**src/rtl/rff_pkg.sv**
```systemverilog
// Package for the range/flow frame parser: frame constants, parse phases,
// configuration register indexes and reset values. No dependencies.
package rff_pkg;

  localparam int unsigned MAX_PAYLOAD_DEF = 64;

  localparam logic [7:0] SYNC_BYTE    = 8'hEF;
  localparam logic [7:0] RANGE_MSG_ID = 8'h51;

  // Header: device id, system id, message id, sequence, payload length
  localparam int unsigned HDR_LEN     = 5;
  localparam int unsigned HDR_MSG_IDX = 2;

  // Captured payload window: payload bytes 4..17
  localparam int unsigned CAP_FIRST = 4;
  localparam int unsigned CAP_LEN   = 14;

  localparam int unsigned CFG_IDX_W  = 2;
  localparam int unsigned CFG_DATA_W = 16;

  localparam logic        DECODE_EN_RST = 1'b0;
  localparam logic [15:0] RANGE_MIN_RST = 16'd1;
  localparam logic [15:0] RANGE_MAX_RST = 16'd6000;

  typedef enum logic [1:0] {
    PH_SYNC,
    PH_HEADER,
    PH_PAYLOAD,
    PH_CKSUM
  } phase_e;

  typedef enum logic [CFG_IDX_W-1:0] {
    CFG_DECODE_EN = 2'd0,
    CFG_RANGE_MIN = 2'd1,
    CFG_RANGE_MAX = 2'd2
  } cfg_idx_e;

endpackage

```
**src/rtl/rff_if.sv**
```systemverilog
// Channel interfaces of the range/flow frame parser: byte input, result output
// and configuration write. Depends on rff_pkg.
interface rff_byte_if;
  logic       valid;
  logic       ready;
  logic [7:0] rx_byte;
  modport source (output valid, output rx_byte, input ready);
  modport sink   (input valid, input rx_byte, output ready);
endinterface

interface rff_res_if;
  logic               valid;
  logic               ready;
  logic               checksum_ok;
  logic               measurement_updated;
  logic [31:0]        distance_mm;
  logic [7:0]         distance_strength;
  logic [7:0]         distance_precision;
  logic [7:0]         distance_status;
  logic signed [15:0] velocity_x;
  logic signed [15:0] velocity_y;
  logic [7:0]         flow_quality;
  logic [7:0]         flow_state;
  logic [15:0]        error_count;
  modport source (output valid, output checksum_ok, output measurement_updated,
                  output distance_mm, output distance_strength, output distance_precision,
                  output distance_status, output velocity_x, output velocity_y,
                  output flow_quality, output flow_state, output error_count,
                  input ready);
  modport sink   (input valid, input checksum_ok, input measurement_updated,
                  input distance_mm, input distance_strength, input distance_precision,
                  input distance_status, input velocity_x, input velocity_y,
                  input flow_quality, input flow_state, input error_count,
                  output ready);
endinterface

interface rff_cfg_if;
  logic                            valid;
  logic                            ready;
  logic [rff_pkg::CFG_IDX_W-1:0]  index;
  logic [rff_pkg::CFG_DATA_W-1:0] data;
  modport source (output valid, output index, output data, input ready);
  modport sink   (input valid, input index, input data, output ready);
endinterface

```
**src/rtl/range_flow_frame_parser.sv**
```systemverilog
// The result of a frame is loaded into the output register as its checksum byte
// is accepted. Throughput: one byte per cycle, set by the parse/sum/latch logic
// that handles each byte in one pass; input stalls only while a result waits.
// Reset: hunting for sync, running sum 0xEF, latched fields and error count
// zero, decode disabled, range limits 1 and 6000 mm.
module range_flow_frame_parser #(
  parameter int unsigned MAX_PAYLOAD = rff_pkg::MAX_PAYLOAD_DEF
) (
  input  logic             clk_i,
  input  logic             rst_ni,
  rff_byte_if.sink         rx_i,
  rff_res_if.source        res_o,
  rff_cfg_if.sink          cfg_i
);

  // Position counter must reach the largest payload length
  localparam int unsigned PW = $clog2(MAX_PAYLOAD + 1);

  // Configuration registers
  logic        decode_en_q;
  logic [15:0] range_min_q, range_max_q;

  // Parser state
  rff_pkg::phase_e phase_q, phase_d;
  logic [PW-1:0]   pos_q, pos_d;
  logic [PW-1:0]   size_q, size_d;
  logic [7:0]      sum_q, sum_d;
  logic [7:0]      msg_id_q, msg_id_d;
  logic [7:0]      cap_q [rff_pkg::CAP_LEN];
  logic [7:0]      cap_d [rff_pkg::CAP_LEN];

  // Latched measurement, visible on the result port directly
  logic [31:0] dist_q, dist_d;
  logic [7:0]  strength_q, strength_d;
  logic [7:0]  precision_q, precision_d;
  logic [7:0]  dstatus_q, dstatus_d;
  logic [15:0] vx_q, vx_d;
  logic [15:0] vy_q, vy_d;
  logic [7:0]  fquality_q, fquality_d;
  logic [7:0]  fstatus_q, fstatus_d;
  logic [15:0] err_q, err_d;

  // Output register flags
  logic out_valid_q, out_valid_d;
  logic out_ok_q, out_ok_d;
  logic out_upd_q, out_upd_d;

  logic          accept;
  logic [7:0]    c;
  logic [PW:0]   pos_inc;
  logic [31:0]   cap_dist;
  logic          ok, upd, dist_valid;

  // A new byte goes in whenever the result slot is free or being drained.
  assign rx_i.ready = !out_valid_q || res_o.ready;
  assign accept     = rx_i.valid && rx_i.ready;
  assign c          = rx_i.rx_byte;
  assign pos_inc    = {1'b0, pos_q} + {{PW{1'b0}}, 1'b1};

  // Little-endian distance from payload bytes 4..7
  assign cap_dist   = {cap_q[3], cap_q[2], cap_q[1], cap_q[0]};
  assign dist_valid = (cap_q[6] != 8'd0) && (cap_dist >= {16'd0, range_min_q})
                      && (cap_dist < {16'd0, range_max_q});
  assign ok         = (c == sum_q);
  assign upd        = ok && (msg_id_q == rff_pkg::RANGE_MSG_ID) && decode_en_q;

  // Configuration transactions are always taken.
  assign cfg_i.ready = 1'b1;

  always_ff @(posedge clk_i or negedge rst_ni) begin
    if (!rst_ni) begin
      decode_en_q <= rff_pkg::DECODE_EN_RST;
      range_min_q <= rff_pkg::RANGE_MIN_RST;
      range_max_q <= rff_pkg::RANGE_MAX_RST;
    end else if (cfg_i.valid) begin
      case (cfg_i.index)
        rff_pkg::CFG_DECODE_EN: decode_en_q <= cfg_i.data[0];
        rff_pkg::CFG_RANGE_MIN: range_min_q <= cfg_i.data;
        rff_pkg::CFG_RANGE_MAX: range_max_q <= cfg_i.data;
        default: ;  // unmapped index: write dropped
      endcase
    end
  end

  // Next state: parse, sum, capture and latch in one pass per byte
  always_comb begin
    phase_d     = phase_q;
    pos_d       = pos_q;
    size_d      = size_q;
    sum_d       = sum_q;
    msg_id_d    = msg_id_q;
    cap_d       = cap_q;
    dist_d      = dist_q;
    strength_d  = strength_q;
    precision_d = precision_q;
    dstatus_d   = dstatus_q;
    vx_d        = vx_q;
    vy_d        = vy_q;
    fquality_d  = fquality_q;
    fstatus_d   = fstatus_q;
    err_d       = err_q;
    out_ok_d    = out_ok_q;
    out_upd_d   = out_upd_q;
    out_valid_d = out_valid_q && !res_o.ready;

    if (accept) begin
      case (phase_q)
        rff_pkg::PH_SYNC: begin
          if (c == rff_pkg::SYNC_BYTE) begin
            phase_d = rff_pkg::PH_HEADER;
            pos_d   = '0;
            sum_d   = rff_pkg::SYNC_BYTE;
            for (int i = 0; i < rff_pkg::CAP_LEN; i++) begin
              cap_d[i] = 8'd0;
            end
          end
        end
        rff_pkg::PH_HEADER: begin
          sum_d = sum_q + c;
          if (pos_q == PW'(rff_pkg::HDR_MSG_IDX)) begin
            msg_id_d = c;
          end
          if (pos_q == PW'(rff_pkg::HDR_LEN - 1)) begin
            pos_d  = '0;
            size_d = c[PW-1:0];
            // oversized length drops the frame; zero length skips the payload
            if ({1'b0, c} > 9'(MAX_PAYLOAD)) begin
              phase_d = rff_pkg::PH_SYNC;
            end else if (c == 8'd0) begin
              phase_d = rff_pkg::PH_CKSUM;
            end else begin
              phase_d = rff_pkg::PH_PAYLOAD;
            end
          end else begin
            pos_d = pos_inc[PW-1:0];
          end
        end
        rff_pkg::PH_PAYLOAD: begin
          sum_d = sum_q + c;
          for (int i = 0; i < rff_pkg::CAP_LEN; i++) begin
            if (pos_q == PW'(rff_pkg::CAP_FIRST + i)) begin
              cap_d[i] = c;
            end
          end
          pos_d = pos_inc[PW-1:0];
          if (pos_inc == {1'b0, size_q}) begin
            phase_d = rff_pkg::PH_CKSUM;
          end
        end
        rff_pkg::PH_CKSUM: begin
          if (upd) begin
            dist_d      = dist_valid ? cap_dist : 32'hFFFF_FFFF;
            strength_d  = cap_q[4];
            precision_d = cap_q[5];
            dstatus_d   = cap_q[6];
            vx_d        = {cap_q[9], cap_q[8]};
            vy_d        = {cap_q[11], cap_q[10]};
            fquality_d  = cap_q[12];
            fstatus_d   = cap_q[13];
          end
          if (!ok) begin
            err_d = err_q + 16'd1;
          end
          phase_d     = rff_pkg::PH_SYNC;
          pos_d       = '0;
          out_ok_d    = ok;
          out_upd_d   = upd;
          out_valid_d = 1'b1;
        end
        default: begin
          phase_d = rff_pkg::PH_SYNC;
        end
      endcase
    end
  end

  always_ff @(posedge clk_i or negedge rst_ni) begin
    if (!rst_ni) begin
      phase_q     <= rff_pkg::PH_SYNC;
      pos_q       <= '0;
      size_q      <= '0;
      sum_q       <= rff_pkg::SYNC_BYTE;
      msg_id_q    <= 8'd0;
      for (int i = 0; i < rff_pkg::CAP_LEN; i++) begin
        cap_q[i] <= 8'd0;
      end
      dist_q      <= 32'd0;
      strength_q  <= 8'd0;
      precision_q <= 8'd0;
      dstatus_q   <= 8'd0;
      vx_q        <= 16'd0;
      vy_q        <= 16'd0;
      fquality_q  <= 8'd0;
      fstatus_q   <= 8'd0;
      err_q       <= 16'd0;
      out_valid_q <= 1'b0;
      out_ok_q    <= 1'b0;
      out_upd_q   <= 1'b0;
    end else begin
      phase_q     <= phase_d;
      pos_q       <= pos_d;
      size_q      <= size_d;
      sum_q       <= sum_d;
      msg_id_q    <= msg_id_d;
      cap_q       <= cap_d;
      dist_q      <= dist_d;
      strength_q  <= strength_d;
      precision_q <= precision_d;
      dstatus_q   <= dstatus_d;
      vx_q        <= vx_d;
      vy_q        <= vy_d;
      fquality_q  <= fquality_d;
      fstatus_q   <= fstatus_d;
      err_q       <= err_d;
      out_valid_q <= out_valid_d;
      out_ok_q    <= out_ok_d;
      out_upd_q   <= out_upd_d;
    end
  end

  // Latched fields only change together with loading a result, so a held
  // result keeps its values while stalled.
  assign res_o.valid               = out_valid_q;
  assign res_o.checksum_ok         = out_ok_q;
  assign res_o.measurement_updated = out_upd_q;
  assign res_o.distance_mm         = dist_q;
  assign res_o.distance_strength   = strength_q;
  assign res_o.distance_precision  = precision_q;
  assign res_o.distance_status     = dstatus_q;
  assign res_o.velocity_x          = $signed(vx_q);
  assign res_o.velocity_y          = $signed(vy_q);
  assign res_o.flow_quality        = fquality_q;
  assign res_o.flow_state          = fstatus_q;
  assign res_o.error_count         = err_q;

endmodule

```
**src/flat_wrapper.sv**
```systemverilog
// flat-port wrapper written by rule: the top's interface ports become plain ports
module range_flow_frame_parser_flat 
#(
  parameter int unsigned MAX_PAYLOAD = rff_pkg::MAX_PAYLOAD_DEF
)
  (clk_i, rst_ni, rx_i_valid, rx_i_rx_byte, rx_i_ready, res_o_valid, res_o_checksum_ok, res_o_measurement_updated, res_o_distance_mm, res_o_distance_strength, res_o_distance_precision, res_o_distance_status, res_o_velocity_x, res_o_velocity_y, res_o_flow_quality, res_o_flow_state, res_o_error_count, res_o_ready, cfg_i_valid, cfg_i_index, cfg_i_data, cfg_i_ready);
  rff_byte_if rx_i_i ();
  rff_res_if res_o_i ();
  rff_cfg_if cfg_i_i ();
  input  logic clk_i;
  input  logic rst_ni;
  input wire logic [$bits(rx_i_i.valid)-1:0] rx_i_valid;
  input wire logic [$bits(rx_i_i.rx_byte)-1:0] rx_i_rx_byte;
  output wire logic [$bits(rx_i_i.ready)-1:0] rx_i_ready;
  output wire logic [$bits(res_o_i.valid)-1:0] res_o_valid;
  output wire logic [$bits(res_o_i.checksum_ok)-1:0] res_o_checksum_ok;
  output wire logic [$bits(res_o_i.measurement_updated)-1:0] res_o_measurement_updated;
  output wire logic [$bits(res_o_i.distance_mm)-1:0] res_o_distance_mm;
  output wire logic [$bits(res_o_i.distance_strength)-1:0] res_o_distance_strength;
  output wire logic [$bits(res_o_i.distance_precision)-1:0] res_o_distance_precision;
  output wire logic [$bits(res_o_i.distance_status)-1:0] res_o_distance_status;
  output wire logic [$bits(res_o_i.velocity_x)-1:0] res_o_velocity_x;
  output wire logic [$bits(res_o_i.velocity_y)-1:0] res_o_velocity_y;
  output wire logic [$bits(res_o_i.flow_quality)-1:0] res_o_flow_quality;
  output wire logic [$bits(res_o_i.flow_state)-1:0] res_o_flow_state;
  output wire logic [$bits(res_o_i.error_count)-1:0] res_o_error_count;
  input wire logic [$bits(res_o_i.ready)-1:0] res_o_ready;
  input wire logic [$bits(cfg_i_i.valid)-1:0] cfg_i_valid;
  input wire logic [$bits(cfg_i_i.index)-1:0] cfg_i_index;
  input wire logic [$bits(cfg_i_i.data)-1:0] cfg_i_data;
  output wire logic [$bits(cfg_i_i.ready)-1:0] cfg_i_ready;
  assign rx_i_i.valid = rx_i_valid;
  assign rx_i_i.rx_byte = rx_i_rx_byte;
  assign rx_i_ready = rx_i_i.ready;
  assign res_o_valid = res_o_i.valid;
  assign res_o_checksum_ok = res_o_i.checksum_ok;
  assign res_o_measurement_updated = res_o_i.measurement_updated;
  assign res_o_distance_mm = res_o_i.distance_mm;
  assign res_o_distance_strength = res_o_i.distance_strength;
  assign res_o_distance_precision = res_o_i.distance_precision;
  assign res_o_distance_status = res_o_i.distance_status;
  assign res_o_velocity_x = res_o_i.velocity_x;
  assign res_o_velocity_y = res_o_i.velocity_y;
  assign res_o_flow_quality = res_o_i.flow_quality;
  assign res_o_flow_state = res_o_i.flow_state;
  assign res_o_error_count = res_o_i.error_count;
  assign res_o_i.ready = res_o_ready;
  assign cfg_i_i.valid = cfg_i_valid;
  assign cfg_i_i.index = cfg_i_index;
  assign cfg_i_i.data = cfg_i_data;
  assign cfg_i_ready = cfg_i_i.ready;
  range_flow_frame_parser #(.MAX_PAYLOAD(MAX_PAYLOAD)) u_core (.clk_i(clk_i), .rst_ni(rst_ni), .rx_i(rx_i_i), .res_o(res_o_i), .cfg_i(cfg_i_i));
endmodule
```
**config.mk**
```make
export PLATFORM = sky130hd
export DESIGN_NAME = range_flow_frame_parser_flat
export DESIGN_NICKNAME = d
export VERILOG_FILES = /design/src/rtl/rff_pkg.sv /design/src/rtl/rff_if.sv /design/src/rtl/range_flow_frame_parser.sv /design/src/flat_wrapper.sv
export SDC_FILE = /design/constraint.sdc
export NUM_CORES = 1
export LEC_CHECK = 0
export ABC_AREA = 0
export BUFFER_PORTS_ARGS = -buffer_cell sky130_fd_sc_hd__buf_2
export CAP_MARGIN = 20
export CORE_ASPECT_RATIO = 0.5
export CORE_UTILIZATION = 44
export CTS_CLUSTER_DIAMETER = 60
export DETAILED_ROUTE_END_ITERATION = 10
export GPL_ROUTABILITY_DRIVEN = 0
export PLACE_DENSITY_LB_ADDON = 0.12
export REMOVE_ABC_BUFFERS = 1
export SETUP_SLACK_MARGIN = 0.1
export SYNTH_ARGS = -nofsm -noshare
export SYNTH_HDL_FRONTEND = slang
export SYNTH_SLANG_ARGS = --single-unit
```
**constraint.sdc**
```tcl
create_clock -name clk_i -period 3.5 [get_ports clk_i]
set_input_delay 0.7 -clock clk_i [delete_from_list [all_inputs] [get_ports clk_i]]
set_output_delay 0.7 -clock clk_i [all_outputs]
set_load 0.1 [all_outputs]
```
**After elaboration in Yosys (flattened, before gate mapping)**

Cells that the tools add are included.

- Register bits: 292
- Input port bits: 31
- Output and inout port bits: 125

- Add/subtract/negate cells: 3
- $lt $le $gt $ge: 3
- Equality and inequality tests: 40
- Muxes and demuxes: 30
- Bitwise operators: 1
- Reduce and logical (&&, ||, !) cells: 40

Operators with widths:

| kind | count |
|---|---|
| $pmux W112 S2 | 1 |
| $mux W8 | 15 |
| $mux W112 | 1 |
| $eq A7 B4 Y1 const B | 8 |
| $reduce_and A4 Y1 | 14 |
| $ge A32 B16 Y1 | 1 |
| $lt A32 B16 Y1 | 1 |
| $mux W32 | 1 |
| $ne A2 B1 Y1 const B | 16 |
| $eq A7 B3 Y1 const B | 4 |
| $pmux W7 S4 | 1 |
| $add A16 B1 Y16 const B | 1 |
| $pmux W8 S2 | 1 |
| $reduce_and A3 Y1 | 5 |
| $eq A7 B5 Y1 const B | 2 |
| $mux W7 | 2 |
| $reduce_and A2 Y1 | 5 |
| $add A7 B1 Y8 const B | 1 |
| $add A8 B8 Y8 | 1 |
| $eq A8 B7 Y1 | 1 |
| $eq A8 B7 Y1 const B | 1 |
| $eq A8 B8 Y1 | 1 |
| $eq A8 B8 Y1 const B | 1 |
| $gt A8 B7 Y1 const B | 1 |
| other kinds (15) | 31 |

**Depth between registers and ports, before layout**

- Depth in word-level cells: 5
- Gate-level depth with buffers: 10

**Worst setup path after synthesis**

Ideal clock, no wire load.

- Path type: register to register
- From: reg u_core.out_valid_q (netlist: u_core.res_o.valid)
- To: reg u_core.cap_q[66] (netlist bit)
- Data arrival time: 3.150 ns
- Data required time: 3.373 ns
- Slack: 0.222 ns
- Stages on the path, launching flop included: 8
- Path buffers: 2
- Path through: dfrtp_1 -> nand2b_1 -> and2_1 -> clkbuf_1 -> nand2_1 -> buf_2 -> a21oi_2 -> mux2_1

- Longest elaborated chain between the ends: 4

RTL lines:

| item | line | source |
|---|---|---|
| start, declared | range_flow_frame_parser.sv:44 | `logic out_valid_q, out_valid_d;` |
| start signal, assigned | range_flow_frame_parser.sv:215 | `out_valid_q <= out_valid_d;` |
| $logic_not A1 Y1 | range_flow_frame_parser.sv:55 | `assign rx_i.ready = !out_valid_q \|\| res_o.ready;` |
| $logic_or A1 B1 Y1 | range_flow_frame_parser.sv:55 |  |
| via rx_i_ready | flat_wrapper.sv:14 | `output wire logic [$bits(rx_i_i.ready)-1:0] rx_i_ready;` |
| $logic_and A1 B1 Y1 | range_flow_frame_parser.sv:56 | `assign accept = rx_i.valid && rx_i.ready;` |
| $reduce_and A4 Y1 (no source line) | - |  |
| end signal, assigned | range_flow_frame_parser.sv:205 | `cap_q <= cap_d;` |
| end, declared | range_flow_frame_parser.sv:29 | `logic [7:0] cap_q [rff_pkg::CAP_LEN];` |

The timed path passes the listed nets, and every way through them passes these cells.
A chain may end at the register's enable or synchronous reset.

**Worst setup path in the final report**

- From: reg u_core.sum_q[2]
- To: reg u_core.dist_q[1] (netlist: u_core.res_o.distance_mm[1])

- Longest elaborated chain between the ends: 4

RTL lines:

| item | line | source |
|---|---|---|
| start, declared | range_flow_frame_parser.sv:27 | `logic [7:0] sum_q, sum_d;` |
| start signal, assigned | range_flow_frame_parser.sv:182 | `sum_q <= rff_pkg::SYNC_BYTE;` |
| start signal, assigned | range_flow_frame_parser.sv:203 | `sum_q <= sum_d;` |
| $eq A8 B8 Y1 | range_flow_frame_parser.sv:64 | `assign ok = (c == sum_q);` |
| $logic_and A1 B1 Y1 (2 in series) | range_flow_frame_parser.sv:65 | `assign upd = ok && (msg_id_q == rff_pkg::RANGE_MSG_ID) && decode_en_q;` |
| $reduce_and A3 Y1 (no source line) | - |  |
| end signal, assigned | range_flow_frame_parser.sv:206 | `dist_q <= dist_d;` |
| end, declared | range_flow_frame_parser.sv:33 | `logic [31:0] dist_q, dist_d;` |

No other way between the ends.

==> impl_metrics.json <==
{
  "synth_cells": 1024,
  "grt_max_degree": 81,
  "avgSynthCellArea_um2": 12.8,
  "clk_pin_slew_ns": 0.07,
  "slew_violations": 0,
  "cp.required_ns": 3.92,
  "synth_xor_area_share_pct": 1.94,
  "hold_viol": 0,
  "cp.arrival_ns": 3.43,
  "drive_gt1_share_pct": 38.1,
  "dp_hpwl_um": 20400,
  "worstMarginPinSlew_ns": 1.12,
  "p_sw_mw": 2.85,
  "synthArstFlopShare_pct": 100,
  "power_frac_comb_pct": 22.7,
  "timing.fmax_mhz": 333,
  "synth_seq_cells": 292,
  "cts_tree": "done",
  "synth_top_family_by_area": "multiplexers",
  "setup_viol": 0,
  "run_status": "complete, no violations",
  "root_buffer": "clkbuf_16",
  "synth_cell_types": 64,
  "mostFrequentLayoutCell": "dfrtp_1",
  "layoutNonFillerInstCount": 1590,
  "core-area_um2": 29100,
  "die_h_um": 124,
  "min_period_ns": 3.01,
  "pin_count": 156,
  "p_seq_share_pct": 46.6,
  "crit_type": "register to register",
  "seq_area_frac_synth_pct": 56.0,
  "diodes": 0,
  "relSlewSlack_pct": 25.2,
  "placed_cells": 1542,
  "vdd.ir_drop.worst_uv": 313,
  "clock_latency_ns": 0.55,
  "max-cap-violations": 0,
  "port_buffers": 154,
  "register_area_um2": 7330,
  "path_max_fanout": 16,
  "multi_input_area_um2": 5400,
  "antenna_found_initial": 1,
  "startpoint_type": "register",
  "vias_per_cell": 5.36,
  "antenna_left": 0,
  "final_cell_mix": "dfrtp_1, mux2_2, buf_2",
  "post_cts_buffers": 0,
  "yosysWarnings": 0,
  "fillerInstances": 2523,
  "die_w_um": 246,
  "synthMuxAreaShare_pct": 19.6,
  "powerDensity_nw_per_um2": 611,
  "hp-class": "primary input to async pin",
  "end_kind": "register",
  "h-tree-depth": 1,
  "drc": 0,
  "syn2layout_area_growth_pct": 16.2,
  "post_cts_resized": 0,
  "floorplan.rows": 44,
  "synth_edf_count": 0,
  "internal-power_mw": 6.44,
  "overflow": 0,
  "dr.pass1.iters": 4,
  "fin_crit_sh_pct": 85.9,
  "drt_wl_total_um": 30500,
  "cts.path.max_buffers": 3,
  "routed-via-count": 8515,
  "synthFlopType": "dfrtp_1",
  "first_iter_violations": 552,
  "die_area_um2": 30500,
  "synth_area_um2": 13100,
  "nNetsFinal": 1260,
  "synth-adder-area-share_pct": 4.64,
  "grt_pass1_vias": 8568,
  "clockPowerShare_pct": 30.7,
  "grt_pass1_wl_um": 48100,
  "start_util_pct": 45.0,
  "utilization_pct": 52.3,
  "cts_buffers": 27,
  "cts_sinks": 292,
  "synth_compound_gate_area_share_pct": 7.83,
  "synth-simple-area-share_pct": 7.16,
  "cts_hold_buffers": 0,
  "p_leak_nw": 7.84,
  "grt_usage_pct": 20.2,
  "grt_setup_unrepaired": "no",
  "final.setup_skew_ns": 0.0136,
  "avgRoutedWirePerCell_um": 19.2,
  "swShare_pct": 30.7
}
## state kept, by name (all words and copies together), names as in the netlist, 7 cells and up, named ones only
signal                           flops
u_core.range_max_q                  16
u_core.range_min_q                  16
u_core.size_q                        7
u_core.res_o.velocity_x             16
u_core.cap_q                        72
u_core.res_o.distance_precision      8
u_core.res_o.distance_status         8
u_core.msg_id_q                      8
u_core.res_o.velocity_y             16
u_core.pos_q                         7
u_core.res_o.distance_strength       8
u_core.res_o.flow_state              8
u_core.res_o.error_count            16
u_core.res_o.distance_mm            32
u_core.res_o.flow_quality            8
u_core.sum_q                         8
u_core.cap_dist                     32
## Yosys cell counts (all sizes together) (10+ instances only)
library cell	number	area share [%]
o22ai	16	0.76
a21oi	40	1.8
dfstp	15	3.0
clkbuf	22	0.63
o21ai	39	1.5
nand3	33	1.4
nor2	50	1.5
xnor2	16	1.1
inv	45	1.3
mux2	226	19
ha	47	4.5
o221ai	16	1.1
nand2	36	1.0
dfrtp	277	53
and2	11	0.54
buf	24	0.94
xor2	13	0.87
a211oi	10	0.57
nor4	10	0.48
## power by group through the flow
stage	Combinational (mW)	Clock (mW)	Sequential, mW
finish	2.11	2.85	4.33
global route	2.34	3.07	4.41
CTS	2.12	2.94	4.33
detailed placement	2.11	0	4.39
global placement	2.05	0	4.36
floorplan	1.36	0	4.45
## final timing paths
path	startpoint	slack, ns	cells after the start	endpoint
worst max-delay path	u_core.sum_q[2]	0.49	9	u_core.res_o.distance_mm[1]
worst min-delay path	rst_ni	0.13	1	u_core.res_o.distance_mm[9]
worst max register to register	u_core.sum_q[2]	0.49	9	u_core.res_o.distance_mm[1]
worst min register to register	u_core.res_o.error_count[15]	0.48	1	u_core.res_o.error_count[15]
max in group asynchronous	rst_ni	2.48	2	u_core.res_o.velocity_x[6]
min in group clk_i	cfg_i_data[4]	0.40	2	u_core.range_min_q[4]
## through the flow
stage                     setup WS [ns]   TNS, ns  hold WS, ns  power [mW]  instance area, µm²
final                             0.495         0        0.130        9.29               15200
after global routing              0.315         0        0.174        9.83               15200
after CTS                         0.522         0        0.151        9.39               15200
after detailed placement          0.142         0        0.468        6.50               14400
after global placement            0.229         0        0.458        6.41               14400
after floorplan                  -10.99  -1121.48        0.404        5.81               12900
## worst max-delay path, stage by stage (launching register included)
cell and delay (ns):
dfstp_2 0.53, ha_1 0.28, nor4_1 0.30, nand3_1 0.28, nor4_1 0.67, buf_4 0.23
o211ai_1 0.11, buf_4 0.24, o22ai_1 0.14, nand3_1 0.09
## cell type report
type | count | area share (%)
Inverter | 45 | 1.11
Sequential cell | 292 | 48.1
Tap cell | 391 | 3.21
Timing Repair Buffer | 174 | 6.61
Multi-Input combinational cell | 641 | 35.5
Clock inverter | 4 | 0.296
Clock buffer | 43 | 5.16
## per-layer routing
metal  vias to the layer above  routed length, µm  global-route usage (%)
met5                         -                  0                       0
met4                         0                610                    4.70
met3                        38                938                    2.95
met2                       148              14500                    33.5
met1                      4357              14400                    28.2
li1                       3972                  -                       -
## cells by family after synthesis
kind of cell / count (synthesis)
muxes: 228
and+or+nand+nor: 181
xor gates and xnor gates: 29
DFF: 292
adders and majority gates: 48
other: 1
AOI/OAI and AO/OA: 154
buffers and inverters: 91
Power figures use the tool's default switching activity.
